`config.mk`:
```
export PLATFORM = sky130hd
export DESIGN_NAME = ts_section_reassembler_flat
export DESIGN_NICKNAME = d
export VERILOG_FILES = /design/src/sv/tssr_pkg.sv /design/src/sv/tssr_channels.sv /design/src/sv/ts_section_reassembler.sv /design/src/sv/tssr_ctx_cell.sv /design/src/flat_wrapper.sv
export SDC_FILE = /design/constraint.sdc
export NUM_CORES = 1
export LEC_CHECK = 0
export BUFFER_PORTS_ARGS = -buffer_cell sky130_fd_sc_hd__buf_4
export CORE_ASPECT_RATIO = 0.7
export CORE_MARGIN = 2
export CORE_UTILIZATION = 55
export CTS_CLUSTER_SIZE = 20
export DETAILED_ROUTE_END_ITERATION = 10
export PLACE_DENSITY = 0.71
export SYNTH_ARGS = -nofsm -noshare
export SYNTH_HDL_FRONTEND = slang
export SYNTH_HIERARCHICAL = 1
export SYNTH_SLANG_ARGS = --single-unit
```
`constraint.sdc`:
```
create_clock -name clock -period 17.4 [get_ports clock]
set_input_delay 1.74 -clock clock [delete_from_list [all_inputs] [get_ports clock]]
set_output_delay 1.74 -clock clock [all_outputs]
set_load 0.005 [all_outputs]
```
`src/sv/tssr_pkg.sv`:
```
// Shared types and constants of the transport-stream section reassembler.
// No dependencies; the reassembler and the context cell take names from here by scope.
package tssr_pkg;

   localparam int unsigned SLOT_BITS = 6;          // covers up to 64 contexts

   localparam logic [7:0]  PACKET_BYTES = 8'd188;
   localparam logic [7:0]  HEADER_LAST  = 8'd3;
   localparam logic [12:0] LENGTH_EXTRA = 13'd3;

   // Result event codes
   localparam logic [2:0] EV_BYTE  = 3'd0;
   localparam logic [2:0] EV_FINAL = 3'd1;
   localparam logic [2:0] EV_DROP  = 3'd2;
   localparam logic [2:0] EV_NOCTX = 3'd3;
   localparam logic [2:0] EV_FULL  = 3'd4;

   // Context update commands broadcast to the cells
   localparam logic [2:0] CMD_IDLE  = 3'd0;
   localparam logic [2:0] CMD_OPEN  = 3'd1;
   localparam logic [2:0] CMD_COUNT = 3'd2;
   localparam logic [2:0] CMD_DROP  = 3'd3;
   localparam logic [2:0] CMD_DATA  = 3'd4;
   localparam logic [2:0] CMD_CLOSE = 3'd5;

   // Lookup and selection data handed from cell to cell
   typedef struct packed {
      logic                 hit_seen;
      logic [SLOT_BITS-1:0] hit_slot;
      logic [3:0]           hit_cc;
      logic                 free_seen;
      logic [SLOT_BITS-1:0] free_slot;
      logic                 cur_valid;
      logic [12:0]          cur_fill;
      logic [12:0]          cur_length;
   } chain_type;

   // Update command for one context slot
   typedef struct packed {
      logic [2:0]           op;
      logic [SLOT_BITS-1:0] slot;
      logic [12:0]          pid;
      logic [3:0]           cc;
      logic [12:0]          fill;
      logic [12:0]          length;
   } cmd_type;

endpackage

```
`src/sv/tssr_channels.sv`:
```
// Valid/ready channel interfaces of the section reassembler.
// Depends on nothing; ts_section_reassembler takes one of each as a port.
interface tssr_req_if;
   logic       valid;
   logic       ready;
   logic [7:0] ts_byte;
   logic       packet_start;

   modport source (output valid, ts_byte, packet_start, input ready);
   modport sink   (input valid, ts_byte, packet_start, output ready);
endinterface

interface tssr_rsp_if;
   logic        valid;
   logic        ready;
   logic [2:0]  event_res;
   logic [2:0]  slot;
   logic [12:0] stream_pid;
   logic [12:0] section_offset;
   logic [7:0]  data_byte;
   logic [12:0] section_length;

   modport source (output valid, event_res, slot, stream_pid, section_offset,
                   data_byte, section_length, input ready);
   modport sink   (input valid, event_res, slot, stream_pid, section_offset,
                   data_byte, section_length, output ready);
endinterface

```
`src/sv/ts_section_reassembler.sv`:
```
// Transport-stream section reassembler, one packet byte per transaction.
// A result enters the output register in the cycle after its byte is accepted.
// Throughput: one byte per cycle if not stalled; the PID lookup ripples through the row
// of context cells within that cycle, so CONTEXTS sets the length of the critical path.
// Reset (synchronous, active high) closes every context and restarts packet parsing;
// context payload registers are not cleared and are only read once their slot is open.
module ts_section_reassembler #(
   parameter int unsigned CONTEXTS = 8
) (
   input  logic  clock,
   input  logic  reset,
   tssr_req_if.sink   req_if,
   tssr_rsp_if.source rsp_if
);

   // Packet parse state
   logic [7:0]                      byte_position_ff, byte_position_in;
   logic [31:0]                     header_hold_ff, header_hold_in;
   logic                            packet_accepted_ff, packet_accepted_in;
   logic [tssr_pkg::SLOT_BITS-1:0]  current_slot_ff, current_slot_in;

   // Output register
   logic        rsp_valid_ff, rsp_valid_in;
   logic [2:0]  event_ff, event_in;
   logic [2:0]  slot_ff, slot_in;
   logic [12:0] pid_ff, pid_in;
   logic [12:0] offset_ff, offset_in;
   logic [7:0]  data_ff, data_in;
   logic [12:0] length_ff, length_in;

   logic                  accept;
   logic                  emit;
   logic [7:0]            idx;
   logic                  start_flag;
   logic [3:0]            cc_rx;
   logic [3:0]            cc_next;
   logic [12:0]           hdr_pid;
   logic [12:0]           new_length;
   logic [12:0]           sec_length;
   logic                  fin;
   tssr_pkg::cmd_type     cmd;
   tssr_pkg::chain_type   chain [CONTEXTS+1];

   // Take a new transaction whenever the output register is free or draining
   assign req_if.ready = !rsp_valid_ff || rsp_if.ready;
   assign accept       = req_if.valid && req_if.ready;

   // Header bytes 0..2 sit in the low 24 bits when byte 3 arrives
   assign hdr_pid    = header_hold_ff[12:0];
   assign start_flag = header_hold_ff[14];
   assign cc_rx      = req_if.ts_byte[3:0];
   assign cc_next    = 4'(cc_rx + 4'd1);

   assign chain[0] = '0;

   for (genvar i = 0; i < CONTEXTS; i++) begin : g_cell
      tssr_ctx_cell #(
         .INDEX (i)
      ) u_cell (
         .clock     (clock),
         .reset     (reset),
         .hdr_pid   (hdr_pid),
         .cur_slot  (current_slot_ff),
         .cmd       (cmd),
         .chain_in  (chain[i]),
         .chain_out (chain[i+1])
      );
   end

   // Section length: high nibble at offset 1, low byte plus header at offset 2
   always_comb begin
      new_length = chain[CONTEXTS].cur_length;
      if (chain[CONTEXTS].cur_fill == 13'd1) begin
         new_length = {1'b0, req_if.ts_byte[3:0], 8'h00};
      end else if (chain[CONTEXTS].cur_fill == 13'd2) begin
         new_length = 13'(chain[CONTEXTS].cur_length + 13'(req_if.ts_byte)
                          + tssr_pkg::LENGTH_EXTRA);
      end
      sec_length = (chain[CONTEXTS].cur_fill >= 13'd2) ? new_length : 13'd0;
      fin = (chain[CONTEXTS].cur_fill >= 13'd2)
            && ((14'(chain[CONTEXTS].cur_fill) + 14'd1) >= 14'(sec_length));
   end

   always_comb begin
      idx                = req_if.packet_start ? 8'd0 : byte_position_ff;
      byte_position_in   = byte_position_ff;
      header_hold_in     = header_hold_ff;
      packet_accepted_in = packet_accepted_ff;
      current_slot_in    = current_slot_ff;
      cmd                = '0;
      cmd.op             = tssr_pkg::CMD_IDLE;
      cmd.pid            = hdr_pid;
      cmd.cc             = cc_next;
      emit               = 1'b0;
      event_in           = tssr_pkg::EV_BYTE;
      slot_in            = '0;
      pid_in             = hdr_pid;
      offset_in          = '0;
      data_in            = '0;
      length_in          = '0;

      if (accept) begin
         if (req_if.packet_start) begin
            packet_accepted_in = 1'b0;
         end
         if (idx >= tssr_pkg::PACKET_BYTES) begin
            // Long packet: hold the position and drop the byte
            byte_position_in = tssr_pkg::PACKET_BYTES;
         end else if (idx <= tssr_pkg::HEADER_LAST) begin
            byte_position_in = 8'(idx + 8'd1);
            header_hold_in   = (idx == 8'd0) ? {24'd0, req_if.ts_byte}
                                             : {header_hold_ff[23:0], req_if.ts_byte};
            if (idx == tssr_pkg::HEADER_LAST) begin
               packet_accepted_in = 1'b0;
               if (start_flag) begin
                  if (chain[CONTEXTS].hit_seen || chain[CONTEXTS].free_seen) begin
                     // Reopen the matching context, else open the lowest free slot
                     cmd.op = tssr_pkg::CMD_OPEN;
                     cmd.slot = chain[CONTEXTS].hit_seen ? chain[CONTEXTS].hit_slot
                                                         : chain[CONTEXTS].free_slot;
                     packet_accepted_in = 1'b1;
                     current_slot_in    = cmd.slot;
                  end else begin
                     emit     = 1'b1;
                     event_in = tssr_pkg::EV_FULL;
                  end
               end else if (!chain[CONTEXTS].hit_seen) begin
                  emit     = 1'b1;
                  event_in = tssr_pkg::EV_NOCTX;
               end else if (chain[CONTEXTS].hit_cc == cc_rx) begin
                  cmd.op             = tssr_pkg::CMD_COUNT;
                  cmd.slot           = chain[CONTEXTS].hit_slot;
                  packet_accepted_in = 1'b1;
                  current_slot_in    = chain[CONTEXTS].hit_slot;
               end else begin
                  // Continuity break: drop the context
                  cmd.op   = tssr_pkg::CMD_DROP;
                  cmd.slot = chain[CONTEXTS].hit_slot;
                  emit     = 1'b1;
                  event_in = tssr_pkg::EV_DROP;
                  slot_in  = chain[CONTEXTS].hit_slot[2:0];
               end
            end
         end else begin
            byte_position_in = 8'(idx + 8'd1);
            if (packet_accepted_ff) begin
               if (!chain[CONTEXTS].cur_valid) begin
                  packet_accepted_in = 1'b0;
               end else begin
                  cmd.op     = fin ? tssr_pkg::CMD_CLOSE : tssr_pkg::CMD_DATA;
                  cmd.slot   = current_slot_ff;
                  cmd.fill   = 13'(chain[CONTEXTS].cur_fill + 13'd1);
                  cmd.length = new_length;
                  emit       = 1'b1;
                  event_in   = fin ? tssr_pkg::EV_FINAL : tssr_pkg::EV_BYTE;
                  slot_in    = current_slot_ff[2:0];
                  pid_in     = header_hold_ff[20:8];
                  offset_in  = chain[CONTEXTS].cur_fill;
                  data_in    = req_if.ts_byte;
                  length_in  = sec_length;
                  if (fin) begin
                     packet_accepted_in = 1'b0;
                  end
               end
            end
         end
      end

      // Advance the output register: load on a result, clear once taken
      if (accept) begin
         rsp_valid_in = emit;
      end else if (rsp_if.ready) begin
         rsp_valid_in = 1'b0;
      end else begin
         rsp_valid_in = rsp_valid_ff;
      end
   end

   always_ff @(posedge clock) begin
      if (reset) begin
         byte_position_ff   <= '0;
         header_hold_ff     <= '0;
         packet_accepted_ff <= 1'b0;
         current_slot_ff    <= '0;
         rsp_valid_ff       <= 1'b0;
      end else begin
         byte_position_ff   <= byte_position_in;
         header_hold_ff     <= header_hold_in;
         packet_accepted_ff <= packet_accepted_in;
         current_slot_ff    <= current_slot_in;
         rsp_valid_ff       <= rsp_valid_in;
      end
   end

   // Payload of the output register; load only with a new result
   always_ff @(posedge clock) begin
      if (accept && emit) begin
         event_ff  <= event_in;
         slot_ff   <= slot_in;
         pid_ff    <= pid_in;
         offset_ff <= offset_in;
         data_ff   <= data_in;
         length_ff <= length_in;
      end
   end

   assign rsp_if.valid          = rsp_valid_ff;
   assign rsp_if.event_res      = event_ff;
   assign rsp_if.slot           = slot_ff;
   assign rsp_if.stream_pid     = pid_ff;
   assign rsp_if.section_offset = offset_ff;
   assign rsp_if.data_byte      = data_ff;
   assign rsp_if.section_length = length_ff;

endmodule

```
`src/sv/tssr_ctx_cell.sv`:
```
// One section context slot of the reassembler: holds PID, counter, length, fill.
// Depends on tssr_pkg; chained by ts_section_reassembler.
module tssr_ctx_cell #(
   parameter int unsigned INDEX = 0
) (
   input  logic                                clock,
   input  logic                                reset,
   input  logic [12:0]                         hdr_pid,
   input  logic [tssr_pkg::SLOT_BITS-1:0]      cur_slot,
   input  tssr_pkg::cmd_type                   cmd,
   input  tssr_pkg::chain_type                 chain_in,
   output tssr_pkg::chain_type                 chain_out
);

   localparam logic [tssr_pkg::SLOT_BITS-1:0] MY_SLOT = tssr_pkg::SLOT_BITS'(INDEX);

   logic        valid_ff, valid_in;
   logic [12:0] pid_ff, pid_in;
   logic [3:0]  cc_ff, cc_in;
   logic [12:0] length_ff, length_in;
   logic [12:0] fill_ff, fill_in;
   logic        hit;
   logic        mine;

   assign hit  = valid_ff && (pid_ff == hdr_pid);
   assign mine = (cmd.slot == MY_SLOT);

   // Lowest match and lowest free slot win: pass on what is already found
   always_comb begin
      chain_out = chain_in;
      if (hit && !chain_in.hit_seen) begin
         chain_out.hit_seen = 1'b1;
         chain_out.hit_slot = MY_SLOT;
         chain_out.hit_cc   = cc_ff;
      end
      if (!valid_ff && !chain_in.free_seen) begin
         chain_out.free_seen = 1'b1;
         chain_out.free_slot = MY_SLOT;
      end
      if (cur_slot == MY_SLOT) begin
         chain_out.cur_valid  = valid_ff;
         chain_out.cur_fill   = fill_ff;
         chain_out.cur_length = length_ff;
      end
   end

   always_comb begin
      valid_in  = valid_ff;
      pid_in    = pid_ff;
      cc_in     = cc_ff;
      length_in = length_ff;
      fill_in   = fill_ff;
      if (mine) begin
         case (cmd.op)
            tssr_pkg::CMD_OPEN: begin
               valid_in  = 1'b1;
               pid_in    = cmd.pid;
               cc_in     = cmd.cc;
               length_in = '0;
               fill_in   = '0;
            end
            tssr_pkg::CMD_COUNT: begin
               cc_in = cmd.cc;
            end
            tssr_pkg::CMD_DROP: begin
               valid_in = 1'b0;
            end
            tssr_pkg::CMD_DATA: begin
               length_in = cmd.length;
               fill_in   = cmd.fill;
            end
            tssr_pkg::CMD_CLOSE: begin
               valid_in  = 1'b0;
               length_in = cmd.length;
               fill_in   = cmd.fill;
            end
            default: begin
               valid_in = valid_ff;
            end
         endcase
      end
   end

   always_ff @(posedge clock) begin
      if (reset) begin
         valid_ff <= 1'b0;
      end else begin
         valid_ff <= valid_in;
      end
   end

   always_ff @(posedge clock) begin
      pid_ff    <= pid_in;
      cc_ff     <= cc_in;
      length_ff <= length_in;
      fill_ff   <= fill_in;
   end

endmodule
```
`src/flat_wrapper.sv`:
```
// flat-port wrapper written by rule: the top's interface ports become plain ports
module ts_section_reassembler_flat 
#(
   parameter int unsigned CONTEXTS = 8
)
  (clock, reset, req_if_valid, req_if_ts_byte, req_if_packet_start, req_if_ready, rsp_if_valid, rsp_if_event_res, rsp_if_slot, rsp_if_stream_pid, rsp_if_section_offset, rsp_if_data_byte, rsp_if_section_length, rsp_if_ready);
  tssr_req_if req_if_i ();
  tssr_rsp_if rsp_if_i ();
  input  logic clock;
  input  logic reset;
  input wire logic [$bits(req_if_i.valid)-1:0] req_if_valid;
  input wire logic [$bits(req_if_i.ts_byte)-1:0] req_if_ts_byte;
  input wire logic [$bits(req_if_i.packet_start)-1:0] req_if_packet_start;
  output wire logic [$bits(req_if_i.ready)-1:0] req_if_ready;
  output wire logic [$bits(rsp_if_i.valid)-1:0] rsp_if_valid;
  output wire logic [$bits(rsp_if_i.event_res)-1:0] rsp_if_event_res;
  output wire logic [$bits(rsp_if_i.slot)-1:0] rsp_if_slot;
  output wire logic [$bits(rsp_if_i.stream_pid)-1:0] rsp_if_stream_pid;
  output wire logic [$bits(rsp_if_i.section_offset)-1:0] rsp_if_section_offset;
  output wire logic [$bits(rsp_if_i.data_byte)-1:0] rsp_if_data_byte;
  output wire logic [$bits(rsp_if_i.section_length)-1:0] rsp_if_section_length;
  input wire logic [$bits(rsp_if_i.ready)-1:0] rsp_if_ready;
  assign req_if_i.valid = req_if_valid;
  assign req_if_i.ts_byte = req_if_ts_byte;
  assign req_if_i.packet_start = req_if_packet_start;
  assign req_if_ready = req_if_i.ready;
  assign rsp_if_valid = rsp_if_i.valid;
  assign rsp_if_event_res = rsp_if_i.event_res;
  assign rsp_if_slot = rsp_if_i.slot;
  assign rsp_if_stream_pid = rsp_if_i.stream_pid;
  assign rsp_if_section_offset = rsp_if_i.section_offset;
  assign rsp_if_data_byte = rsp_if_i.data_byte;
  assign rsp_if_section_length = rsp_if_i.section_length;
  assign rsp_if_i.ready = rsp_if_ready;
  ts_section_reassembler #(.CONTEXTS(CONTEXTS)) u_core (.clock(clock), .reset(reset), .req_if(req_if_i), .rsp_if(rsp_if_i));
endmodule
```
# After elaboration in Yosys (flattened, before gate mapping)
# Index checks and enable logic that the tools add are counted.
word_totals:
  regBits: 442
  in_bits: 13
  output_inout_bits: 55
  elab_cells: 291
op_classes:
  addsub: 6
  order_cmp: 4
  eq_ne: 32
  mux: 98
  bitwise_logic: 4
  n_reduce_logical: 96
op_table:
  columns: ["cell", "n"]
  rows:
  - ["$mux W27", 8]
  - ["$mux W26", 5]
  - ["$eq A13 B13 Y1", 8]
  - ["$mux W13", 8]
  - ["$mux W11", 8]
  - ["$mux W9", 8]
  - ["$mux W7", 10]
  - ["$reduce_and A2 Y1", 32]
  - ["$pmux W13 S2", 2]
  - ["$eq A6 B3 Y1 const B", 8]
  - ["$mux W3", 14]
  - ["$mux W6", 5]
  - ["$logic_and A1 B1 Y1", 25]
  - ["$mux W1", 25]
  - ["$eq A6 B2 Y1 const B", 4]
  - ["$logic_not A1 Y1", 22]
  - ["$mux W21", 1]
  - ["$mux W8", 2]
  - ["$add A13 B1 Y14 const B", 1]
  - ["$ge A14 B13 Y1", 1]
  - ["$add A13 B1 Y13 const B", 1]
  - ["$add A13 B2 Y13 const B", 1]
  - ["$add A13 B8 Y13", 1]
  - ["$eq A13 B1 Y1 const B", 1]
  - ["24 further kinds", 39]

# Depth between registers and ports, before layout
depth:
  ltp_word: 36
  depth_mapped: 33

# Modules after synthesis
# The synthesis kept the hierarchy.
by_module_without_submodules:
  columns: ["module", "n_inst", "cells_per_inst", "area_per_inst_um2", "seq_area_each_um2"]
  rows:
  - ["ts_section_reassembler", 1, 613, 5495.3, 2332.2]
  - ["tssr_ctx_cell (u_core.g_cell[5].u_cell ...)", 2, 159, 2215.9, 1311.3]
  - ["tssr_ctx_cell (u_core.g_cell[1].u_cell ...)", 2, 157, 2202.1, 1311.3]
  - ["tssr_ctx_cell (u_core.g_cell[0].u_cell)", 1, 155, 2268.4, 1311.3]
  - ["tssr_ctx_cell (u_core.g_cell[3].u_cell)", 1, 160, 2204.6, 1311.3]
  - ["tssr_ctx_cell (u_core.g_cell[4].u_cell)", 1, 158, 2204.6, 1311.3]
  - ["tssr_ctx_cell (u_core.g_cell[7].u_cell)", 1, 157, 2188.3, 1311.3]

# Worst setup path before layout
# No wires, ideal clock.
synth_path:
  path_kind: "reg-to-reg"
  from: "register u_core/current_slot_ff[2] in the netlist's numbering"
  to: "register u_core.g_cell[1].u_cell.pid_ff[0] (enable)"
  t_arrival_ns: 9.172
  t_required_ns: 16.980
  path_slack_ns: 7.808
  path_stages_with_launch: 32
  n_path_buf: 2
  period_less_slack_ns: 9.592
  cell_sequence: "dfxtp_1 > nor4_1 > nand3b_1 > clkbuf_1 > buf_1 > mux2_2 > mux2_2 > mux2_2 > mux2_2 > mux2_2 > mux2_2 > mux2_2 > inv_1 > ha_1 > inv_1 > ha_1 > inv_1 > fa_1 > nor2b_1 > o31ai_1 > a211oi_2 > xor2_1 > nor2_1 > or3_1 > ha_1 > and3_1 > a221oi_1 > o221ai_1 > a21oi_1 > o21ai_0 > inv_1 > nor4_1"
synth_rtl:
  columns: ["item", "line_no", "rtl"]
  rows:
  - ["from (decl)", "ts_section_reassembler.sv:20", "logic [tssr_pkg::SLOT_BITS-1:0] current_slot_ff, current_slot_in;"]
  - ["from (signal assigned)", "ts_section_reassembler.sv:190", "current_slot_ff <= current_slot_in;"]
  - ["to (signal assigned)", "tssr_ctx_cell.sv:93", "pid_ff <= pid_in;"]
  - ["to (decl)", "tssr_ctx_cell.sv:18", "logic [12:0] pid_ff, pid_in;"]

==> impl_metrics.ini <==
[setup_path]
cpPeakStageDelay_ns = 0.96
cp_slowest_cell = o211a_1
start_kind = flop
path_class = flop to flop
cp.required_ns = 17.57
worst_ep_arrival_time_ns = 8.93
cpMostUsedCell = mux2_2
end_kind = flop
cp_max_fo = 27

[place]
dp_hpwl_um = 38300
gp_congestion = 0.917
io_buffer_count = 67

[clock_network]
cts_root_buf = clkbuf_16
cts.clk_slew.worst_paths_ns = 0.07
cts_setup_buffers = 0
numCtsBuffers = 44
cts_htree_levels = 2
clock_latency_ns = 0.57
cts-resized-gates = 0
cts-hold-fix-buffers = 0
clock_path_buffers = 3
clock_sinks = 442
cts_tree = yes

[flow_run]
maxCapViolations = 0

[pwr]
p_clk_share_pct = 42.9
p_per_area_nw_per_um2 = 82.0
p_leak_nw = 10.3
p_seq_share_pct = 53.7
max-vdd-ir-drop_uv = 78.1
switching_share_pct = 20.7
switching_power_w = 0.000442
comb_power_share_pct = 3.4
p_int_w = 0.00170

[sta]
rsz0062_at_grt = false
skew_ns = 0.0274
fmax_ghz = 0.114
setup_viol = 0
fin_crit_sh_pct = 50.3
final_max_slew_viol_count = 0
hold_viol = 0
tightest_slew_ns = 1.19
slew_headroom_pct = 20.5
period_needed_ns = 8.76
fin_tns_setup_ns = 0

[synth]
synth_top_flop_cell = edfxtp_1
netlist_area_um2 = 23200
synth_compound_area_share_pct = 4.91
yosysUniqueCellTypes = 81
postSynthRegisterBits = 442
synth_top_family_by_area = simple AND/OR/NAND/NOR gates
synth-edff-count = 397
syn_inst = 1875
postSynthAreaPerCell_um2 = 12.4
synth_simple_gate_area_share_pct = 19.1
synthAdderAreaFrac_pct = 1.97
synth_mux_area_share_pct = 12.5
ys_warn_count = 6
ys_seq_area_share_pct = 55.3
synthArstFlopShare_pct = 0
synth-xor-area-share_pct = 4.04

[layout]
most-common-layout-cells = edfxtp_1, mux2_2, and2_1, buf_4, nand2_1
n_antenna_cell = 0
final_net_count = 2067
utilization_pct = 63.1
layout_commonest_cell = edfxtp_1
drive_gt1_share_pct = 25.9
area_growth_pct = 12.3

[global_route]
grt_pass1_vias = 15100
grt_start_max_net_pins = 85
grt_overflow = 0
grt_util_all_layers_pct = 27.3
antenna_found_initial = 1
grt_first_pass_wirelength_um = 91200

[route]
met1Wirelength_um = 27900
drtAntennaViolNets = 0
wl_met2_um = 24500
wire_per_inst_um = 22.9
wirelength_um = 59300
top_layer = met4
first_pass_iters = 5
drt_iter0_markers = 1626
wl_met3_um = 5710
dr_total_vias = 15300
drc_errors = 0
avgViaCountPerCell = 5.92

[floorplan]
io_pins = 68
die-width_um = 249
initial_core_util_pct = 56.2
fp.dieH_um = 176
dieArea_um2 = 43900
rows = 62
core_um2 = 41300

[outcome]
status = complete, no violations

[worst_hold_path]
hp-class = flop to flop
-- routing by layer --
metal,track usage [%],vias to the layer above
met5,0,-
met4,6.85,0
met3,6.52,90
met2,39.2,687
met1,41.6,7567
li1,-,7000
-- kinds of logic (layout without fill, tap and decap cells) --
family,Yosys count,count (layout)
xor+xnor,107,107
other cells,1,47
flops,442,442
buf+inv,126,252
simple gates,734,734
compound gates,172,172
mux,257,257
fa+ha+maj,36,36
-- flip-flops by register name, indices dropped and copies added (netlist names) --
signal	flops
u_core/byte_position_ff	8
u_core/current_slot_ff	6
u_core/g_cell.u_cell/cc_ff	32
u_core/g_cell.u_cell/fill_ff	104
u_core/g_cell.u_cell/length_ff	104
u_core/g_cell.u_cell/pid_ff	104
u_core/g_cell.u_cell/valid_ff	8
u_core/header_hold_ff	21
u_core/packet_accepted_ff	1
u_core/rsp_if.data_byte	8
u_core/rsp_if.event_res	3
u_core/rsp_if.section_length	13
u_core/rsp_if.section_offset	13
u_core/rsp_if.slot	3
u_core/rsp_if.stream_pid	13
u_core/rsp_if.valid	1
-- cell usage after synthesis (7+ instances only) --
| cell type | instances | share of area (%) |
|---|---|---|
| inv_1 | 60 | 0.97 |
| nor4_4 | 8 | 0.73 |
| o21bai_1 | 10 | 0.32 |
| nor4b_1 | 9 | 0.34 |
| xnor2_1 | 55 | 2.1 |
| nor2_1 | 88 | 1.4 |
| edfxtp_1 | 397 | 51 |
| o21a_1 | 7 | 0.23 |
| nand2_1 | 106 | 1.7 |
| nand3b_1 | 10 | 0.32 |
| mux2_2 | 244 | 12 |
| buf_1 | 10 | 0.16 |
| or3_1 | 9 | 0.24 |
| nor3_1 | 30 | 0.65 |
| or2_2 | 29 | 0.78 |
| and2_1 | 240 | 6.5 |
| dfxtp_1 | 45 | 3.9 |
| ha_1 | 35 | 1.9 |
| o22ai_1 | 10 | 0.27 |
| o21ai_0 | 24 | 0.52 |
| and2b_2 | 27 | 1.0 |
| xor2_1 | 52 | 2.0 |
| a21oi_1 | 55 | 1.2 |
| nand4_1 | 11 | 0.30 |
| nor4_1 | 21 | 0.57 |
| a211oi_1 | 8 | 0.26 |
| nor2b_1 | 51 | 1.4 |
| nand2b_1 | 12 | 0.32 |
| clkbuf_1 | 39 | 0.63 |
| nor3b_1 | 20 | 0.65 |
| buf_2 | 12 | 0.26 |
| nand3_1 | 20 | 0.43 |
| mux2i_1 | 9 | 0.39 |
| a222oi_1 | 7 | 0.30 |
-- final timing paths --
path	start	end	slack, ns	depth (start not counted)
hold reg to reg	u_core/header_hold_ff[0]	u_core/header_hold_ff[0]	0.46	2
setup / recovery	u_core/current_slot_ff[2]	u_core/g_cell[0].u_cell/length_ff[3]	8.64	32
hold / removal	u_core/header_hold_ff[0]	u_core/header_hold_ff[0]	0.46	2
setup reg to reg	u_core/current_slot_ff[2]	u_core/g_cell[0].u_cell/length_ff[3]	8.64	32
-- area by class of cell --
cell class,instances,area [um2]
clock buffer,56,1180
clock inverter,19,178
fill,3175,15200
inverter,62,233
multi-input combinational,1353,10100
sequential,442,12800
tap,544,681
timing repair buffer,115,863
-- critical path: cells and delay by family, from the launching register on --
family / cells / cell delay, ns
XOR/XNOR: 1 / 0.17
buffers and inverters: 5 / 0.89
multiplexers: 8 / 2.22
flip-flops: 1 / 0.53
AO/OA/AOI/OAI: 7 / 2.25
adder cells (fa/ha/maj): 4 / 1.06
AND/OR/NAND/NOR: 7 / 1.18
-- power by group through the flow --
stage	clock network, W	registers (W)	logic, W
after global placement	0	0.00117	0.0000676
after detailed placement	0	0.00117	0.0000695
final	0.000917	0.00115	0.0000719
after global routing	0.000975	0.00115	0.0000789
after CTS	0.000934	0.00115	0.0000700
after floorplan	0	0.00118	0.0000436
-- metrics by stage --
step / total power, W / instance area (um2) / hold slack, ns / setup WS [ns] / std cells
2_1_floorplan: 0.00122 / 23400 / 0.457 / 7.81 / 1921
3_3_place_gp: 0.00124 / 24700 / 0.447 / 8.95 / 2516
3_5_place_dp: 0.00124 / 24700 / 0.447 / 8.77 / 2516
4_1_cts: 0.00215 / 26100 / 0.456 / 8.69 / 2591
5_1_grt: 0.00220 / 26100 / 0.477 / 8.14 / 2591
6_report: 0.00214 / 26100 / 0.456 / 8.64 / 2591
No activity file was read; power rests on OpenSTA's default activity.
